File: src/rtl/cbcm_pkg.sv
`timescale 1ns / 1ps
`default_nettype none

package cbcm_pkg;

  // Model geometry
  localparam int CTX_BITS   = 5;
  localparam int ORDER      = 2;
  localparam int COUNT_BITS = 16;
  localparam int HIST_BITS  = ORDER * CTX_BITS;
  localparam int HIST_W     = (HIST_BITS > 0) ? HIST_BITS : 1;
  localparam int ADDR_BITS  = 10;
  localparam int DEPTH      = 1 << ADDR_BITS;

  // Fixed field widths
  localparam int OPCODE_W   = 3;
  localparam int CVAL_W     = 5;
  localparam int FIELD_W    = 17;
  localparam int SHIFT_W    = 4;
  localparam int MAXCNT_W   = 16;

  localparam logic [MAXCNT_W-1:0] MAXCNT_RESET = MAXCNT_W'(255);

  // Operation codes
  localparam logic [OPCODE_W-1:0] OP_SCALE  = 3'd0;
  localparam logic [OPCODE_W-1:0] OP_ENCODE = 3'd1;
  localparam logic [OPCODE_W-1:0] OP_DECODE = 3'd2;
  localparam logic [OPCODE_W-1:0] OP_UPDATE = 3'd3;
  localparam logic [OPCODE_W-1:0] OP_SHIFT  = 3'd4;
  localparam logic [OPCODE_W-1:0] OP_FLUSH  = 3'd5;

  typedef struct packed {
    logic [OPCODE_W-1:0] opcode;
    logic                bit_req;
    logic [CVAL_W-1:0]   context_value;
    logic [FIELD_W-1:0]  count;
    logic [SHIFT_W-1:0]  scale_shift;
  } req_t;

  typedef struct packed {
    logic               bit_out;
    logic [FIELD_W-1:0] ival_lo;
    logic [FIELD_W-1:0] ival_hi;
    logic [FIELD_W-1:0] scale;
  } rsp_t;

  // One memory word: count1 in the upper half, count0 in the lower half
  typedef struct packed {
    logic [COUNT_BITS-1:0] c1;
    logic [COUNT_BITS-1:0] c0;
  } cnt_pair_t;

  localparam int PAIR_W = $bits(cnt_pair_t);

  // Count memory access request
  typedef struct packed {
    logic                 rd_en;
    logic [ADDR_BITS-1:0] rd_addr;
    logic                 wr_en;
    logic [ADDR_BITS-1:0] wr_addr;
    cnt_pair_t            wr_data;
  } ram_req_t;

  // Result beat towards the output register
  typedef struct packed {
    logic push;
    rsp_t data;
  } rsp_push_t;

  // Right shift of both counts, each held at one or more
  function automatic cnt_pair_t shrink_pair(input cnt_pair_t p, input logic [SHIFT_W-1:0] sh);
    cnt_pair_t r;
    r.c0 = p.c0 >> sh;
    r.c1 = p.c1 >> sh;
    if (r.c0 == '0) r.c0 = COUNT_BITS'(1);
    if (r.c1 == '0) r.c1 = COUNT_BITS'(1);
    return r;
  endfunction

  // Saturating increment of one count, then halving once the limit is reached
  function automatic cnt_pair_t update_pair(input cnt_pair_t p, input logic b,
                                            input logic [MAXCNT_W-1:0] lim);
    logic [COUNT_BITS-1:0] c;
    logic [COUNT_BITS-1:0] inc;
    cnt_pair_t             n;
    c   = b ? p.c1 : p.c0;
    inc = (c != '1) ? c + COUNT_BITS'(1) : c;
    n.c0 = b ? p.c0 : inc;
    n.c1 = b ? inc : p.c1;
    if (MAXCNT_W'(inc) >= lim) n = shrink_pair(n, SHIFT_W'(1));
    return n;
  endfunction

endpackage

`default_nettype wire

File: src/rtl/cbcm_rsp_reg.sv
`timescale 1ns / 1ps
`default_nettype none

// Output register: holds one result beat until the consumer takes it
module cbcm_rsp_reg import cbcm_pkg::*; (
  input  wire logic      clk,
  input  wire logic      rst,
  input  wire rsp_push_t in_beat,
  output      logic      space,
  output      logic      rsp_valid,
  input  wire logic      rsp_stall,
  output      rsp_t      rsp
);

  assign space = !rsp_valid || !rsp_stall;

  // valid flag
  always_ff @(posedge clk) begin
    if (rst) begin
      rsp_valid <= 1'b0;
    end else if (in_beat.push) begin
      rsp_valid <= 1'b1;
    end else if (!rsp_stall) begin
      rsp_valid <= 1'b0;
    end
  end

  // payload
  always_ff @(posedge clk) begin
    if (in_beat.push) rsp <= in_beat.data;
  end

endmodule

`default_nettype wire

File: config.mk
export PLATFORM = sky130hd
export DESIGN_NAME = cbcm_rsp_reg
export DESIGN_NICKNAME = d
export VERILOG_FILES = /design/src/rtl/cbcm_pkg.sv /design/src/rtl/cbcm_rsp_reg.sv
export SDC_FILE = /design/constraint.sdc
export NUM_CORES = 1
export LEC_CHECK = 0
export BUFFER_PORTS_ARGS = -buffer_cell sky130_fd_sc_hd__buf_2
export CORE_MARGIN = 2
export CORE_UTILIZATION = 35
export CTS_CLUSTER_SIZE = 25
export DETAILED_ROUTE_END_ITERATION = 10
export PLACE_DENSITY_LB_ADDON = 0.08
export SLEW_MARGIN = 20
export SYNTH_ARGS = -nofsm -noshare
export SYNTH_HDL_FRONTEND = slang
export SYNTH_SLANG_ARGS = --single-unit
File: constraint.sdc
create_clock -name clk -period 0.8 [get_ports clk]
set_input_delay 0.2 -clock clk [delete_from_list [all_inputs] [get_ports clk]]
set_output_delay 0.2 -clock clk [all_outputs]
set_load 0.02 [all_outputs]
==> metrics.md <==
| Metric | Value |
|---|---|
| DR WL/cell | `14.5 um` |
| Multi-input logic area | `15.0 sq um` |
| Yosys warnings | `0` |
| N_diodes | `0` |
| Die Y-Extent | `between 70 and 80 um` |
| CP top delay family | `flip-flops` |
| Mean post-synth cell area | `between 20 and 30 sq um` |
| Status | `complete, but fails checks` |
| Number of global-route vias before repair | `987` |
| Fin. max-slew vios | `0` |
| Clock sink count | `53` |
| Synthesis-to-layout area growth | `61.9%` |
| Worst Path Buf+Inv | `1` |
| RSZ-0062 raised after global routing | `yes` |
| H-tree depth | `2` |
| Root Driver | `clkbuf_8` |
| Initial DRC Count | `87` |
| Setup crit end kind | `primary output` |
| Cts hold-fix bufs | `0` |
| Synth top area cells | `edfxtp_1, dfxtp_1, a21oi_1` |
| Cells after synthesis | `56` |
| IO Port Bufs | `109` |
| Total Power | `5.67 mW` |
| FF+latch area | `0.00158 sq mm` |
| Top-area cell type share of the netlist area | `between 90% and 100%` |
| Max_cap viols | `0` |
| IR drop worst, VDD | `0.00122 V` |
| Slew @ Worst Pin | `0.156 ns` |
| Commonest non-fill, non-tap cells in the layout | `buf_2, edfxtp_1, buf_6, clkbuf_8` |
| WL final | `~3300 um` |
| Violated checks | `negative setup slack` |
| First-pass GRT wire length | `4670 um` |
| Hold Path Class | `in -> reg` |
| Post-synth top area cell | `edfxtp_1` |
| Initial antenna violation count | `0` |
| WP data arrival | `0.86 ns` |
| Crit Path Max Fanout | `1` |
| Slowest-stage cell, CP | `edfxtp_1` |
| Overall Global Routing Usage | `12.5%` |
| Fillers | `361` |
| CP Class | `reg -> out` |
| Ratio of cells with drive above 1 in the final layout | `68.0%` |
| P_leak | `1.10 nW` |
| Final period util | `132%` |
| Final Setup Violations | `54` |
| Die X | `71.5 um` |
| Syn Nets | `112` |
| Max Fclk | `0.944 GHz` |
| Worst path cell trace | `buf_6` |
| Most common cell after layout, fill and taps aside | `buf_2` |
| Core area | `0.00438 sq mm` |
| Post-route ant nets | `0` |
| Num CTS Buffers | `5` |
| Slew Limit Headroom | `89.6%` |
| CTS clk-pin slew, worst paths | `0.09 ns` |
| Worst-skew pair later-pin latency | `around 0.30 ns` |
| Worst path max stage delay | `approximately 0.4 ns` |
| Io pins | `110` |
| PnR worst setup slack | `-0.260 ns` |
| M1 WL | `1130 um` |
| P per Cell Area | `2200 mW/mm^2` |
| DRT Pass-1 Iters | `3` |
| Final Hold Fails | `0` |
| Synth cell types | `5` |
| Final Wtd Congestion | `0.653` |
| Post-CTS Setup Inserts | `0` |
| Top sig layer | `met4` |
| DRC Markers | `0` |
| Max clock buf depth | `2` |
| TNS Setup | `-12.54 ns` |
| Routed wl met2 | `1730 um` |
| CP required | `0.60 ns` |
| Synthesized flop and latch total | `53` |
| Wire length on met3 | `~360 um` |
| Fin crit period | `1.06 ns` |
| CP startpoint kind | `flop` |
| Nets | `230` |
| Die area | `0.00511 sq mm` |
| Clk_skew | `0 ns` |
| Num rows | `24` |
| Synth Cell Area | `approximately 0.0016 sq mm` |
| CTS tree | `yes` |
| Initial Utilization | `a little over a third` |
| Sequential cell area fraction in the yosys report | `99.2%` |
| GRT Residual Overflow | `0` |
| Vias per cell | `roughly 4.2` |
| Via count | `slightly below 1000` |
| Largest net degree at the start of global routing | `29` |
==> path summary, 6_finish.rpt <==
| kind | startpoint | to | slack [ns] | cells past startpoint |
|---|---|---|---|---|
| min reg2reg | rsp_valid | rsp_valid | 0.55 | 2 |
| max | rsp[24] | rsp[24] | -0.26 | 1 |
| min | rst | rsp_valid | 0.04 | 2 |
| max reg2reg | rsp_valid | rsp_valid | 0.16 | 2 |
==> state kept, by name, indices dropped and copies added (netlist names) <==
signal and count:
rsp_valid 1, rsp 52
==> Yosys cell counts, drive strengths merged <==
cell type / n
a21oi: 1
nand2: 1
nor2: 1
edfxtp: 52
dfxtp: 1
==> where the power goes <==
group	total [mW]	internal [mW]	switching, mW
sequential	3.38	3.29	0.0864
clock	1.42	0.591	0.826
combinational	0.875	0.432	0.443
total	5.67	4.31	1.35
==> timing repair <==
item	4_1_cts	5_1_grt
resized for setup	25	56
setup endpoints to repair	54	54
gates cloned	0	0
==> routing by layer <==
layer  vias up  GRT usage, %
met1       440          13.7
li1        456             -
met2        61          20.5
met3         7          5.20
met4         0          6.92
met5         -             0
==> cell families after synthesis <==
kind of cell / after synthesis / synth area share (%)
AOI/OAI and AO/OA: 1 / 0.314
DFF: 53 / 99.2
and+or+nand+nor: 2 / 0.471
==> per-stage QoR <==
| stage | setup slack (ns) | hold WS, ns | std cells | area (sq um) | utilization [%] |
|---|---|---|---|---|---|
| 2_1_floorplan | 0.0142 | 0.272 | 56 | 1600 | - |
| 3_3_place_gp | -0.0438 | 0.356 | 219 | 2250 | 51.3 |
| 3_5_place_dp | -0.0560 | 0.362 | 219 | 2250 | 51.3 |
| 4_1_cts | -0.279 | 0.0285 | 227 | 2400 | 54.9 |
| 5_1_grt | -0.298 | 0.0384 | 227 | 2580 | 58.8 |
| 6_report | -0.260 | 0.0383 | 227 | 2580 | 58.8 |
==> worst reg2reg max path, stage by stage (launching register included) <==
cell and delay, ns:
dfxtp_2 0.35, a21oi_1 0.14, nor2_1 0.05
==> layout make-up <==
type                       instances  share of cell area, %
timing repair buffer             111                   32.4
multi-input combinational          3                  0.582
clock buffer                       5                   2.67
clock inverter                     3                  0.485
sequential                        53                   61.3
tap                               52                   2.52
No activity file was read; power rests on OpenSTA's default activity.
