<file path="src/rtl/cbcm_pkg.sv">
`timescale 1ns / 1ps
`default_nettype none

package cbcm_pkg;

  // Model geometry
  localparam int CTX_BITS   = 5;
  localparam int ORDER      = 2;
  localparam int COUNT_BITS = 16;
  localparam int HIST_BITS  = ORDER * CTX_BITS;
  localparam int HIST_W     = (HIST_BITS > 0) ? HIST_BITS : 1;
  localparam int ADDR_BITS  = 10;
  localparam int DEPTH      = 1 << ADDR_BITS;

  // Fixed field widths
  localparam int OPCODE_W   = 3;
  localparam int CVAL_W     = 5;
  localparam int FIELD_W    = 17;
  localparam int SHIFT_W    = 4;
  localparam int MAXCNT_W   = 16;

  localparam logic [MAXCNT_W-1:0] MAXCNT_RESET = MAXCNT_W'(255);

  // Operation codes
  localparam logic [OPCODE_W-1:0] OP_SCALE  = 3'd0;
  localparam logic [OPCODE_W-1:0] OP_ENCODE = 3'd1;
  localparam logic [OPCODE_W-1:0] OP_DECODE = 3'd2;
  localparam logic [OPCODE_W-1:0] OP_UPDATE = 3'd3;
  localparam logic [OPCODE_W-1:0] OP_SHIFT  = 3'd4;
  localparam logic [OPCODE_W-1:0] OP_FLUSH  = 3'd5;

  typedef struct packed {
    logic [OPCODE_W-1:0] opcode;
    logic                bit_req;
    logic [CVAL_W-1:0]   context_value;
    logic [FIELD_W-1:0]  count;
    logic [SHIFT_W-1:0]  scale_shift;
  } req_t;

  typedef struct packed {
    logic               bit_out;
    logic [FIELD_W-1:0] ival_lo;
    logic [FIELD_W-1:0] ival_hi;
    logic [FIELD_W-1:0] scale;
  } rsp_t;

  // One memory word: count1 in the upper half, count0 in the lower half
  typedef struct packed {
    logic [COUNT_BITS-1:0] c1;
    logic [COUNT_BITS-1:0] c0;
  } cnt_pair_t;

  localparam int PAIR_W = $bits(cnt_pair_t);

  // Count memory access request
  typedef struct packed {
    logic                 rd_en;
    logic [ADDR_BITS-1:0] rd_addr;
    logic                 wr_en;
    logic [ADDR_BITS-1:0] wr_addr;
    cnt_pair_t            wr_data;
  } ram_req_t;

  // Result beat towards the output register
  typedef struct packed {
    logic push;
    rsp_t data;
  } rsp_push_t;

  // Right shift of both counts, each held at one or more
  function automatic cnt_pair_t shrink_pair(input cnt_pair_t p, input logic [SHIFT_W-1:0] sh);
    cnt_pair_t r;
    r.c0 = p.c0 >> sh;
    r.c1 = p.c1 >> sh;
    if (r.c0 == '0) r.c0 = COUNT_BITS'(1);
    if (r.c1 == '0) r.c1 = COUNT_BITS'(1);
    return r;
  endfunction

  // Saturating increment of one count, then halving once the limit is reached
  function automatic cnt_pair_t update_pair(input cnt_pair_t p, input logic b,
                                            input logic [MAXCNT_W-1:0] lim);
    logic [COUNT_BITS-1:0] c;
    logic [COUNT_BITS-1:0] inc;
    cnt_pair_t             n;
    c   = b ? p.c1 : p.c0;
    inc = (c != '1) ? c + COUNT_BITS'(1) : c;
    n.c0 = b ? p.c0 : inc;
    n.c1 = b ? inc : p.c1;
    if (MAXCNT_W'(inc) >= lim) n = shrink_pair(n, SHIFT_W'(1));
    return n;
  endfunction

endpackage

`default_nettype wire

</file>
<file path="src/rtl/cbcm_seq.sv">
`timescale 1ns / 1ps
`default_nettype none

// Sequencer: context history, memory read-modify-write, flush and clear sweeps
module cbcm_seq import cbcm_pkg::*; (
  input  wire logic                clk,
  input  wire logic                rst,
  input  wire logic                req_valid,
  output      logic                req_stall,
  input  wire req_t                req,
  input  wire logic                limit_we,
  input  wire logic [MAXCNT_W-1:0] limit_data,
  output      ram_req_t            ram_req,
  input  wire cnt_pair_t           rd_data,
  output      rsp_push_t           out_beat,
  input  wire logic                rsp_space
);

  localparam logic [1:0] ST_CLEAR = 2'd0;
  localparam logic [1:0] ST_IDLE  = 2'd1;
  localparam logic [1:0] ST_EXEC  = 2'd2;
  localparam logic [1:0] ST_FLUSH = 2'd3;

  logic [1:0]            state;
  logic [1:0]            state_next;
  logic [HIST_W-1:0]     hist;
  logic [MAXCNT_W-1:0]   halve_limit;
  req_t                  cmd;
  logic [ADDR_BITS:0]    sweep_idx;
  logic [ADDR_BITS:0]    sweep_idx_next;
  logic                  wb_pend;
  logic [ADDR_BITS-1:0]  wb_addr;
  logic                  accept;
  logic [ADDR_BITS-1:0]  cur_addr;
  logic [FIELD_W-1:0]    c0x;
  logic [FIELD_W-1:0]    c1x;
  logic [FIELD_W-1:0]    scale_v;
  logic                  sel_bit;
  cnt_pair_t             one_pair;
  rsp_t                  beat_data;

  assign req_stall = (state != ST_IDLE);
  assign accept    = req_valid && !req_stall;
  assign cur_addr  = ADDR_BITS'(hist);
  assign one_pair  = '{c1: COUNT_BITS'(1), c0: COUNT_BITS'(1)};

  // result arithmetic on the word just read
  assign c0x     = FIELD_W'(rd_data.c0);
  assign c1x     = FIELD_W'(rd_data.c1);
  assign scale_v = c0x + c1x;
  assign sel_bit = (cmd.opcode == OP_DECODE) ? (cmd.count >= c0x) : cmd.bit_req;

  always_comb begin
    beat_data.bit_out = sel_bit;
    beat_data.scale   = scale_v;
    beat_data.ival_lo = sel_bit ? c0x : '0;
    beat_data.ival_hi = sel_bit ? scale_v : c0x;
    if (cmd.opcode == OP_SCALE) begin
      beat_data.ival_lo = '0;
      beat_data.ival_hi = '0;
    end
  end

  // control and memory requests
  always_comb begin
    state_next       = state;
    sweep_idx_next   = sweep_idx;
    ram_req.rd_en    = 1'b0;
    ram_req.rd_addr  = cur_addr;
    ram_req.wr_en    = 1'b0;
    ram_req.wr_addr  = cur_addr;
    ram_req.wr_data  = update_pair(rd_data, cmd.bit_req, halve_limit);
    out_beat.push    = 1'b0;
    out_beat.data    = beat_data;
    unique case (state)
      ST_CLEAR: begin
        ram_req.wr_en   = 1'b1;
        ram_req.wr_addr = sweep_idx[ADDR_BITS-1:0];
        ram_req.wr_data = one_pair;
        sweep_idx_next  = sweep_idx + (ADDR_BITS + 1)'(1);
        if (sweep_idx[ADDR_BITS-1:0] == '1) begin
          state_next = ST_IDLE;
        end
      end
      ST_IDLE: begin
        if (accept) begin
          unique case (req.opcode) inside
            OP_SCALE, OP_ENCODE, OP_DECODE, OP_UPDATE: begin
              ram_req.rd_en = 1'b1;
              state_next    = ST_EXEC;
            end
            OP_FLUSH: begin
              sweep_idx_next = '0;
              state_next     = ST_FLUSH;
            end
            default: begin
              state_next = ST_IDLE;
            end
          endcase
        end
      end
      ST_EXEC: begin
        if (cmd.opcode == OP_UPDATE) begin
          ram_req.wr_en = 1'b1;
          state_next    = ST_IDLE;
        end else if (rsp_space) begin
          out_beat.push = 1'b1;
          state_next    = ST_IDLE;
        end
      end
      ST_FLUSH: begin
        ram_req.rd_en   = !sweep_idx[ADDR_BITS];
        ram_req.rd_addr = sweep_idx[ADDR_BITS-1:0];
        ram_req.wr_en   = wb_pend;
        ram_req.wr_addr = wb_addr;
        ram_req.wr_data = shrink_pair(rd_data, cmd.scale_shift);
        if (!sweep_idx[ADDR_BITS]) begin
          sweep_idx_next = sweep_idx + (ADDR_BITS + 1)'(1);
        end else if (!wb_pend) begin
          state_next = ST_IDLE;
        end
      end
      default: begin
        state_next = ST_CLEAR;
      end
    endcase
  end

  // state, sweep pointer and pending write-back
  always_ff @(posedge clk) begin
    if (rst) begin
      state     <= ST_CLEAR;
      sweep_idx <= '0;
      wb_pend   <= 1'b0;
    end else begin
      state     <= state_next;
      sweep_idx <= sweep_idx_next;
      wb_pend   <= (state == ST_FLUSH) && ram_req.rd_en;
    end
  end

  always_ff @(posedge clk) begin
    wb_addr <= ram_req.rd_addr;
  end

  // latched command beat
  always_ff @(posedge clk) begin
    if (accept) cmd <= req;
  end

  // context history, newest value in the low bits
  always_ff @(posedge clk) begin
    if (rst) begin
      hist <= '0;
    end else if (accept && req.opcode == OP_SHIFT && HIST_BITS > 0) begin
      hist <= HIST_W'({hist, CTX_BITS'(req.context_value)});
    end
  end

  // halving limit
  always_ff @(posedge clk) begin
    if (rst) begin
      halve_limit <= MAXCNT_RESET;
    end else if (limit_we) begin
      halve_limit <= limit_data;
    end
  end

endmodule

`default_nettype wire

</file>
<file path="config.mk">
export PLATFORM = sky130hd
export DESIGN_NAME = cbcm_seq
export DESIGN_NICKNAME = d
export VERILOG_FILES = /design/src/rtl/cbcm_pkg.sv /design/src/rtl/cbcm_seq.sv
export SDC_FILE = /design/constraint.sdc
export NUM_CORES = 1
export LEC_CHECK = 0
export BUFFER_PORTS_ARGS = -buffer_cell sky130_fd_sc_hd__buf_2
export CORE_MARGIN = 8
export CORE_UTILIZATION = 45
export CTS_CLUSTER_SIZE = 28
export DETAILED_ROUTE_END_ITERATION = 6
export GPL_ROUTABILITY_DRIVEN = 1
export GPL_TIMING_DRIVEN = 1
export PLACE_DENSITY = 0.67
export SLEW_MARGIN = 15
export SYNTH_ARGS = -nofsm -noshare
export SYNTH_HDL_FRONTEND = slang
export SYNTH_SLANG_ARGS = --single-unit
</file>
<file path="constraint.sdc">
create_clock -name clk -period 14.9 [get_ports clk]
set_input_delay 1.49 -clock clk [delete_from_list [all_inputs] [get_ports clk]]
set_output_delay 1.49 -clock clk [all_outputs]
set_load 0.005 [all_outputs]
</file>
==> flow_metrics.tcl, run 1 <==
set metrics [dict create \
    p_per_area_nw_per_um2 79.77 \
    setup_ws_ns 6.438 \
    die-width_um 151.8 \
    cp-start-kind "input port" \
    p_sw_share_pct 36.46 \
    pre_cts_ws_ns 6.454 \
    ys.flop_type "dfxtp_1" \
    drive_above_1_share_pct 24.37 \
    leakagePower_uw 0.004215 \
    diodes 0 \
    grt_usage_pct 24.00 \
    mappedNetlistNets 1148 \
    synth.most_common_cell "nor2_1" \
    slowest_delay_ns 0.96 \
    pwr-share-seq_pct 30.5 \
    synth_edf_count 25 \
    initial_utilization_pct 46.04 \
    grt_setup_unrepaired "no" \
    grt_overflow 0 \
    clockRootBuffer "clkbuf_16" \
    via_count 8450 \
    post-cts-setup-buffers 0 \
    via_per_inst 6.132 \
    dp_hpwl_mm 22.35 \
    critPathMaxFanout 36 \
    ys_async_sr_fraction_pct 0 \
    clock_power_share_pct 29.7 \
    synthTopCellsByArea "dfxtp_1, mux2i_1, edfxtp_1" \
    fin_crit_sh_pct 56.79 \
    slowest_stage "a222oi_1" \
    cts_tree "built" \
    drc_errors 0 \
    path_cells "buf_2 -> mux2_2 -> ha_1 -> nand4_1 -> a222oi_1 -> nand2_1 -> nand2_1 -> xor2_1 -> ha_1 -> nand2_1 -> o21ai_0 -> a21oi_1 -> o21ai_0 -> a31oi_4 -> buf_4 -> nand2b_1 -> or4_1 -> o21bai_1 -> buf_2" \
    synth_warnings 0 \
    yosysUniqueCellTypes 73 \
    syn2layout_area_growth_pct 15.48 \
    slew_headroom_pct 28.46 \
    nFillCells 1746 \
    die_h_um 151.8 \
    post-route-util_pct 53.17 \
    grt_pass1_wl_mm 45.60 \
    slew_viol_final 0 \
    routedWlPerCell_um 21.03 \
    row_count 49 \
    detail_route.first_pass.iterations 5 \
    gp_congestion 0.9843 \
    placed_cells 1362 \
    critical-path-top-delay-family "simple AND/OR/NAND/NOR gates" \
    clk_pin_slew_ns 0.06 \
    final-hold-violation-count 0 \
    fmaxAchievable_mhz 118.2 \
    synth_top_area_cell "dfxtp_1" \
    dieArea_um2 23040 \
    path_buf_inv 3 \
    post_cts_resized 0 \
    core_area_um2 18020 \
    required_ns 13.41 \
    h-tree-depth 3 \
    final_cells 1378 \
    tightest_slew_ns 1.068 \
    synth-seq-cells 75 \
    synth_top_cells_by_count "nor2_1, nand2_1, mux2i_1, ha_1" \
    min_path_type "flop to flop" \
    combPwrFrac_pct 39.8 \
    grt_max_degree 64 \
    synthCells 1009 \
    grt_antenna_before_repair 3 \
    antenna_left 0 \
    nets 1283 \
    port_buffers 189 \
    clock_latency_ns 0.35 \
    ios 191 \
    fin_tns_setup_ns 0 \
    critPathArrivalTime_ns 6.97 \
    grt_pass1_vias 8490 \
    syn-cell-area_um2 8299 \
    p_sw_uw 278.7 \
    path_class "input port to primary output" \
    finalSetupViolCount 0 \
    drt_wl_total_mm 28.99 \
    synth_seq_area_share_pct 21.11 \
    skew_ns 0.006542 \
    clock-sinks 75 \
    avgSynthCellArea_um2 8.225 \
    clockBufferDepth 2 \
    drtIter0Drc 534 \
    intPower_uw 485.8 \
    vdd_drop_max_v 0.00005888 \
    cts_buffers 9 \
    cpMostUsedCell "nand2_1" \
    worst_setup_path_end_kind "primary output" \
    maxCapViolCount 0 \
    postCtsHoldBufs 0 \
    r2r_slack_ns 11.90 \
    period_needed_ns 8.462 \
    outcome "completed" \
    synth_top_area_share_pct 12.06 \
]
[power groups by stage]
stage | Clock (uW) | Combinational (uW) | Sequential [uW]
5_1_grt | 240 | 332 | 235
3_3_place_gp | 0 | 298 | 237
4_1_cts | 233 | 302 | 233
3_5_place_dp | 0 | 300 | 238
2_1_floorplan | 0 | 201 | 233
6_report | 227 | 305 | 233
[stage by stage]
step	total power, uW	cell area [um^2]	hold slack [ns]
after global routing	806.7	9584	0.5197
after floorplan	434.4	8299	0.4488
after CTS	768.2	9584	0.4975
after global placement	535.5	9276	0.4739
after detailed placement	538.1	9276	0.4853
final	764.5	9584	0.4905
[cell families (layout without fill, tap and decap cells)]
family,after synthesis,after routing,share of synthesized area (%)
compound gates,216,216,17.37
xor+xnor,50,50,5.277
fa+ha+maj,56,56,8.533
buf+inv,126,266,6.558
flops,75,75,21.11
mux,137,137,21.41
other cells,1,1,0.04519
simple gates,348,348,19.70
[final timing paths]
kind / startpoint / end / cells past startpoint
worst min-delay path: halve_limit[1] / halve_limit[1] / 2
worst min register to register: halve_limit[1] / halve_limit[1] / 2
worst max register to register: state[1] / sweep_idx[5] / 8
worst max-delay path: rd_data[0] / ram_req[16] / 19
[worst reg2reg max path, stage by stage, from the launching register on]
cell      delay [ns]
dfxtp_1         0.40
inv_1           0.10
ha_1            0.27
buf_4           0.28
o21ai_0         0.44
a21boi_1        0.62
nand4_1         0.31
or3_1           0.37
a21oi_1         0.15
[cell usage in the layout (no fill, tap or decap), types with 29 or more instances in the layout]
master,count
buf_2,189
nor2_1,109
nand2_1,104
inv_1,50
nand3_1,29
mux2i_1,77
dfxtp_1,50
o21ai_0,48
a21oi_1,46
ha_1,55
mux4_2,29
xnor2_1,33
[cell type report]
| type | instances | area [um^2] | share of cell area, % |
|---|---|---|---|
| Clock buffer | 10 | 239.0 | 2.493 |
| Sequential cell | 75 | 1752 | 18.28 |
| Clock inverter | 6 | 68.82 | 0.7180 |
| Inverter | 53 | 198.9 | 2.076 |
| Multi-Input combinational cell | 808 | 6033 | 62.95 |
| Tap cell | 229 | 286.5 | 2.990 |
| Timing Repair Buffer | 197 | 1006 | 10.50 |
[registers in the layout, summed over array words and instances, names as in the netlist]
| signal | cells |
|---|---|
| sweep_idx | 11 |
| wb_addr | 10 |
| wb_pend | 1 |
| halve_limit | 16 |
| cmd | 25 |
| state | 2 |
| cur_addr | 10 |
[routing by layer]
| layer | track usage (%) | part of all wire, % | vias up |
|---|---|---|---|
| met5 | 0 | 0.11 | - |
| met3 | 7.056 | 9.3 | 71 |
| li1 | - | - | 3982 |
| met4 | 8.581 | 2.9 | 6 |
| met2 | 39.78 | 47 | 423 |
| met1 | 28.97 | 41 | 3968 |
No activity file was read; power rests on OpenSTA's default activity.
==> run 2: changes to the inputs <==
Clock period 14.9 ns to 8.6 ns, I/O delays scaled along.
==> flow_metrics.tcl, run 2 (synthesis gave the netlist of run 1 again) <==
set metrics [dict create \
    drtIter0Drc 778 \
    max_flop_register "cmd" \
    post_cts_resized 0 \
    detail_route.first_pass.iterations 5 \
    skew_ns 0.01039 \
    clockBufferDepth 2 \
    slew_headroom_pct 28.12 \
    fmaxAchievable_mhz 141.9 \
    holdWs_ns 0.4887 \
    largest_reg_flops 25 \
    syn2layout_area_growth_pct 15.81 \
    via_count 8560 \
    tightest_slew_ns 1.073 \
    p_per_area_nw_per_um2 140.2 \
    path_cells "mux2i_1 -> inv_1 -> ha_1 -> nand4_1 -> a222oi_1 -> buf_4 -> and2_1 -> nor2_1 -> xnor2_1 -> ha_1 -> a21oi_1 -> o21ai_0 -> a221o_1 -> a31oi_4 -> buf_4 -> mux2_2 -> o32ai_1 -> buf_2" \
    die_h_um 151.8 \
    grt_usage_pct 24.74 \
    grt_max_degree 46 \
    finalSetupViolCount 0 \
    slew_viol_final 0 \
    grt_pass1_vias 8273 \
    period_needed_ns 7.045 \
    post-cts-setup-buffers 0 \
    finalPower_uw 1348 \
    layout_common_cells "buf_2, nor2_1, nand2_1" \
    slowest_stage "edfxtp_1" \
    r2r_cells 8 \
    cts_tree "built" \
    dieArea_um2 23040 \
    port_buffers 189 \
    leakagePower_uw 0.004223 \
    path_buf_inv 4 \
    outcome "completed" \
    row_count 49 \
    drive_above_1_share_pct 24.17 \
    routedWlPerCell_um 21.68 \
    placed_area_um2 9284 \
    path_class "flop to primary output" \
    critical-path-top-delay-family "compound AO/OA/AOI/OAI gates" \
    post-route-util_pct 53.33 \
    vdd_drop_max_v 0.00007983 \
    critPathArrivalTime_ns 6.18 \
    core_area_um2 18020 \
    clk_pin_slew_ns 0.06 \
    grt_antenna_before_repair 2 \
    final-hold-violation-count 0 \
    grt_pass1_wl_mm 46.56 \
    ios 191 \
    drt_wl_total_mm 29.91 \
    antenna_left 0 \
    via_per_inst 6.203 \
    top_regs "cmd: 25 flops, halve_limit: 16 flops, sweep_idx: 11 flops" \
    clock_latency_ns 0.35 \
    cts_buffers 9 \
    fin_crit_sh_pct 81.92 \
    dp_hpwl_mm 22.94 \
    maxCapViolCount 0 \
    critPathMaxFanout 19 \
    initial_utilization_pct 46.04 \
    gp_congestion 0.9966 \
    drc_errors 0 \
    required_ns 7.74 \
    path_depth 18 \
    worst_setup_path_end_kind "primary output" \
    min_path_cells 2 \
    min_path_type "flop to flop" \
    nets 1284 \
    cp-start-kind "flop" \
    grt_setup_unrepaired "no" \
    final_common_cell "buf_2" \
    clockRootBuffer "clkbuf_16" \
    grt_overflow 0 \
    slowest_delay_ns 0.83 \
    die-width_um 151.8 \
    clock-sinks 75 \
    h-tree-depth 3 \
    postCtsHoldBufs 0 \
    fin_tns_setup_ns 0 \
    design_area_um2 9612 \
]
[run 2: cell count changes in the layout (fill, tap and decap cells not counted)]
cell / previous run / this run
diode_2: 0 / 1
inv_4: 2 / 0
clkbuf_16: 9 / 11
clkbuf_1: 0 / 3
clkbuf_8: 1 / 0
inv_6: 2 / 0
buf_4: 8 / 9
[run 2: per-layer routing]
metal | track usage [%] | up-vias | wire (um) | part of all wire (%)
li1 | - | 3980 | - | -
met1 | 30.66 | 4049 | 12110 | 40
met2 | 39.48 | 452 | 13620 | 46
met3 | 6.492 | 75 | 2927 | 9.8
met4 | 11.32 | 4 | 1231 | 4.1
met5 | 0 | - | 23 | 0.077
[run 2: area by class of cell]
| class | instances | area (um^2) |
|---|---|---|
| tap | 229 | 286.5 |
| fill | 1787 | 8413 |
| antenna | 1 | 2.502 |
| clock inverter | 2 | 38.79 |
| timing repair buffer | 198 | 1013 |
| sequential | 75 | 1752 |
| multi-input combinational | 808 | 6033 |
| inverter | 53 | 198.9 |
| clock buffer | 14 | 286.5 |
[run 2: report_power, final]
part / internal [uW] / leakage, uW / switching (uW) / total (uW)
Combinational: 220 / 0.00343 / 308 / 528
Sequential: 387 / 0.000633 / 19.2 / 406
Clock: 261 / 0.000157 / 153 / 414
Total: 868 / 0.00422 / 480 / 1350
[run 2: through the flow]
stage | cells | setup slack [ns]
2_1_floorplan | 1009 | 2.052
3_3_place_gp | 1363 | 1.958
3_5_place_dp | 1363 | 1.829
4_1_cts | 1379 | 1.659
5_1_grt | 1379 | 1.255
6_report | 1380 | 1.555
[run 2: worst min-delay path, cell delays in order (launching register included)]
cell      delay, ns
dfxtp_1        0.29
inv_1          0.07
o211ai_1       0.08
[run 2: final timing paths]
check	endpoint	startpoint	slack, ns
max	ram_req[2]	cmd[26]	1.56
max reg2reg	sweep_idx[5]	state[1]	5.66
min reg2reg	halve_limit[3]	halve_limit[3]	0.49
min	halve_limit[3]	halve_limit[3]	0.49
==> run 3: changes to the inputs <==
Clock period 8.6 ns to 6.82 ns, I/O delays scaled along.
==> flow_metrics.tcl, run 3 (synthesis gave the netlist of run 1 again) <==
set metrics [dict create \
    min_to "halve_limit[3]" \
    routedWlPerCell_um 21.59 \
    post_cts_resized 0 \
    outcome "completed" \
    h-tree-depth 3 \
    dieArea_um2 23040 \
    min-delay-start "halve_limit[3]" \
    core_area_um2 18020 \
    intPower_uw 1062 \
    critPathArrivalTime_ns 5.37 \
    cp-start-kind "flop" \
    min_path_type "flop to flop" \
    clock-sinks 75 \
    drt_wl_total_mm 29.81 \
    r2r_cells 8 \
    drc_errors 0 \
    die_h_um 151.8 \
    nets 1286 \
    grt_max_degree 61 \
    period_needed_ns 6.055 \
    fin_crit_sh_pct 88.78 \
    tightest_slew_ns 1.089 \
    grt_pass1_wl_mm 46.61 \
    path_class "flop to primary output" \
    row_count 49 \
    leakagePower_uw 0.004229 \
    detail_route.first_pass.iterations 5 \
    vdd_drop_max_v 0.0001514 \
    holdWs_ns 0.4876 \
    critPathMaxFanout 60 \
    layout_common_cells "buf_2, nor2_1, nand2_1" \
    gp_congestion 0.9939 \
    r2r_slack_ns 3.89 \
    fmaxAchievable_mhz 165.2 \
    drive_above_1_share_pct 24.57 \
    min_path_cells 2 \
    slew_viol_final 0 \
    largest_reg_flops 25 \
    final-hold-violation-count 0 \
    grt_usage_pct 24.60 \
    ios 191 \
    max_flop_register "cmd" \
    grt_antenna_before_repair 4 \
    met2_usage_pct 39.71 \
    slowest_stage "a222oi_1" \
    slowest_delay_ns 0.70 \
    diodes 0 \
    skew_ns 0.008802 \
    placed_cells 1365 \
    post-cts-setup-buffers 0 \
    port_buffers 189 \
    cts_buffers 9 \
    path_buf_inv 3 \
    worst_setup_path_end_kind "primary output" \
    die-width_um 151.8 \
    setup_ws_ns 0.7651 \
    finalSetupViolCount 0 \
    r2r-start "state[1]" \
    globalRouteMet3Util_pct 6.548 \
    clock_power_share_pct 29.6 \
    cts_tree "built" \
    required_ns 6.14 \
    clockRootBuffer "clkbuf_16" \
    final_common_cell "buf_2" \
    combPwrFrac_pct 39.8 \
    dp_hpwl_mm 23.11 \
    clockBufferDepth 2 \
    via_per_inst 6.227 \
    path_cells "buf_4 -> nand4_1 -> a222oi_1 -> nand2_1 -> nand2_1 -> xor2_1 -> ha_1 -> a21oi_1 -> o21ai_0 -> a21oi_1 -> o21ai_0 -> a31oi_4 -> buf_4 -> mux2i_1 -> a221o_1 -> o41ai_1 -> buf_2" \
    pwr-share-seq_pct 30.6 \
    initial_utilization_pct 46.04 \
    pre_cts_ws_ns 0.9663 \
    maxCapViolCount 0 \
    grt-busiest-layer "met2" \
    final_cells 1381 \
    grt_setup_unrepaired "no" \
    p_per_area_nw_per_um2 174.1 \
    via_count 8599 \
    grt_pass1_vias 8440 \
    finalPower_uw 1673 \
    grt_overflow 0 \
    nFillCells 1722 \
    cp-startpoint "cmd[26]" \
    postCtsHoldBufs 0 \
    syn2layout_area_growth_pct 15.77 \
    slew_headroom_pct 27.09 \
    top_regs "cmd: 25 flops, halve_limit: 16 flops, sweep_idx: 11 flops" \
    fin_tns_setup_ns 0 \
    r2r-end "sweep_idx[7]" \
    critical-path-top-delay-family "compound AO/OA/AOI/OAI gates" \
    p_sw_share_pct 36.53 \
    drtIter0Drc 687 \
    clock_latency_ns 0.34 \
    clk_pin_slew_ns 0.06 \
    grtUsageMet1_pct 29.86 \
    p_sw_uw 611.2 \
    antenna_left 0 \
]
run 3: tightest hold or removal path, cell delays in order (launching register included):
cell and delay, ns:
dfxtp_1 0.29, inv_1 0.06, o211ai_1 0.08
run 3: area by class of cell:
type                            count  area (um^2)  area share, %
Clock inverter                      6        70.07         0.7293
Tap cell                          229        286.5          2.982
Timing Repair Buffer              200         1028          10.70
Clock buffer                       10        239.0          2.487
Multi-Input combinational cell    808         6033          62.79
Sequential cell                    75         1752          18.23
Inverter                           53        198.9          2.071
run 3: through the flow:
step                      cell area, um^2  util [%]
final                                9608     53.30
after CTS                            9608     53.30
after floorplan                      8299         -
after detailed placement             9299     51.59
after global placement               9299     51.59
after global routing                 9608     53.30
run 3: power groups by stage:
stage / combinational [uW] / sequential [uW] / clock [uW]
floorplan: 440 / 509 / 0
global placement: 651 / 522 / 0
detailed placement: 654 / 522 / 0
CTS: 658 / 512 / 505
global route: 728 / 514 / 523
finish: 666 / 512 / 494
run 3: worst max-delay path by stage:
stage,endpoint,cells past startpoint
floorplan,ram_req[24],24
global placement,ram_req[2],20
detailed placement,ram_req[0],21
CTS,ram_req[0],17
global route,ram_req[16],17
finish,ram_req[0],17
run 3: routing by layer:
metal | vias to the layer above | part of all wire (%)
met5 | - | 0.16
met1 | 4054 | 41
met3 | 90 | 9.6
met4 | 8 | 4.4
met2 | 468 | 45
li1 | 3979 | -
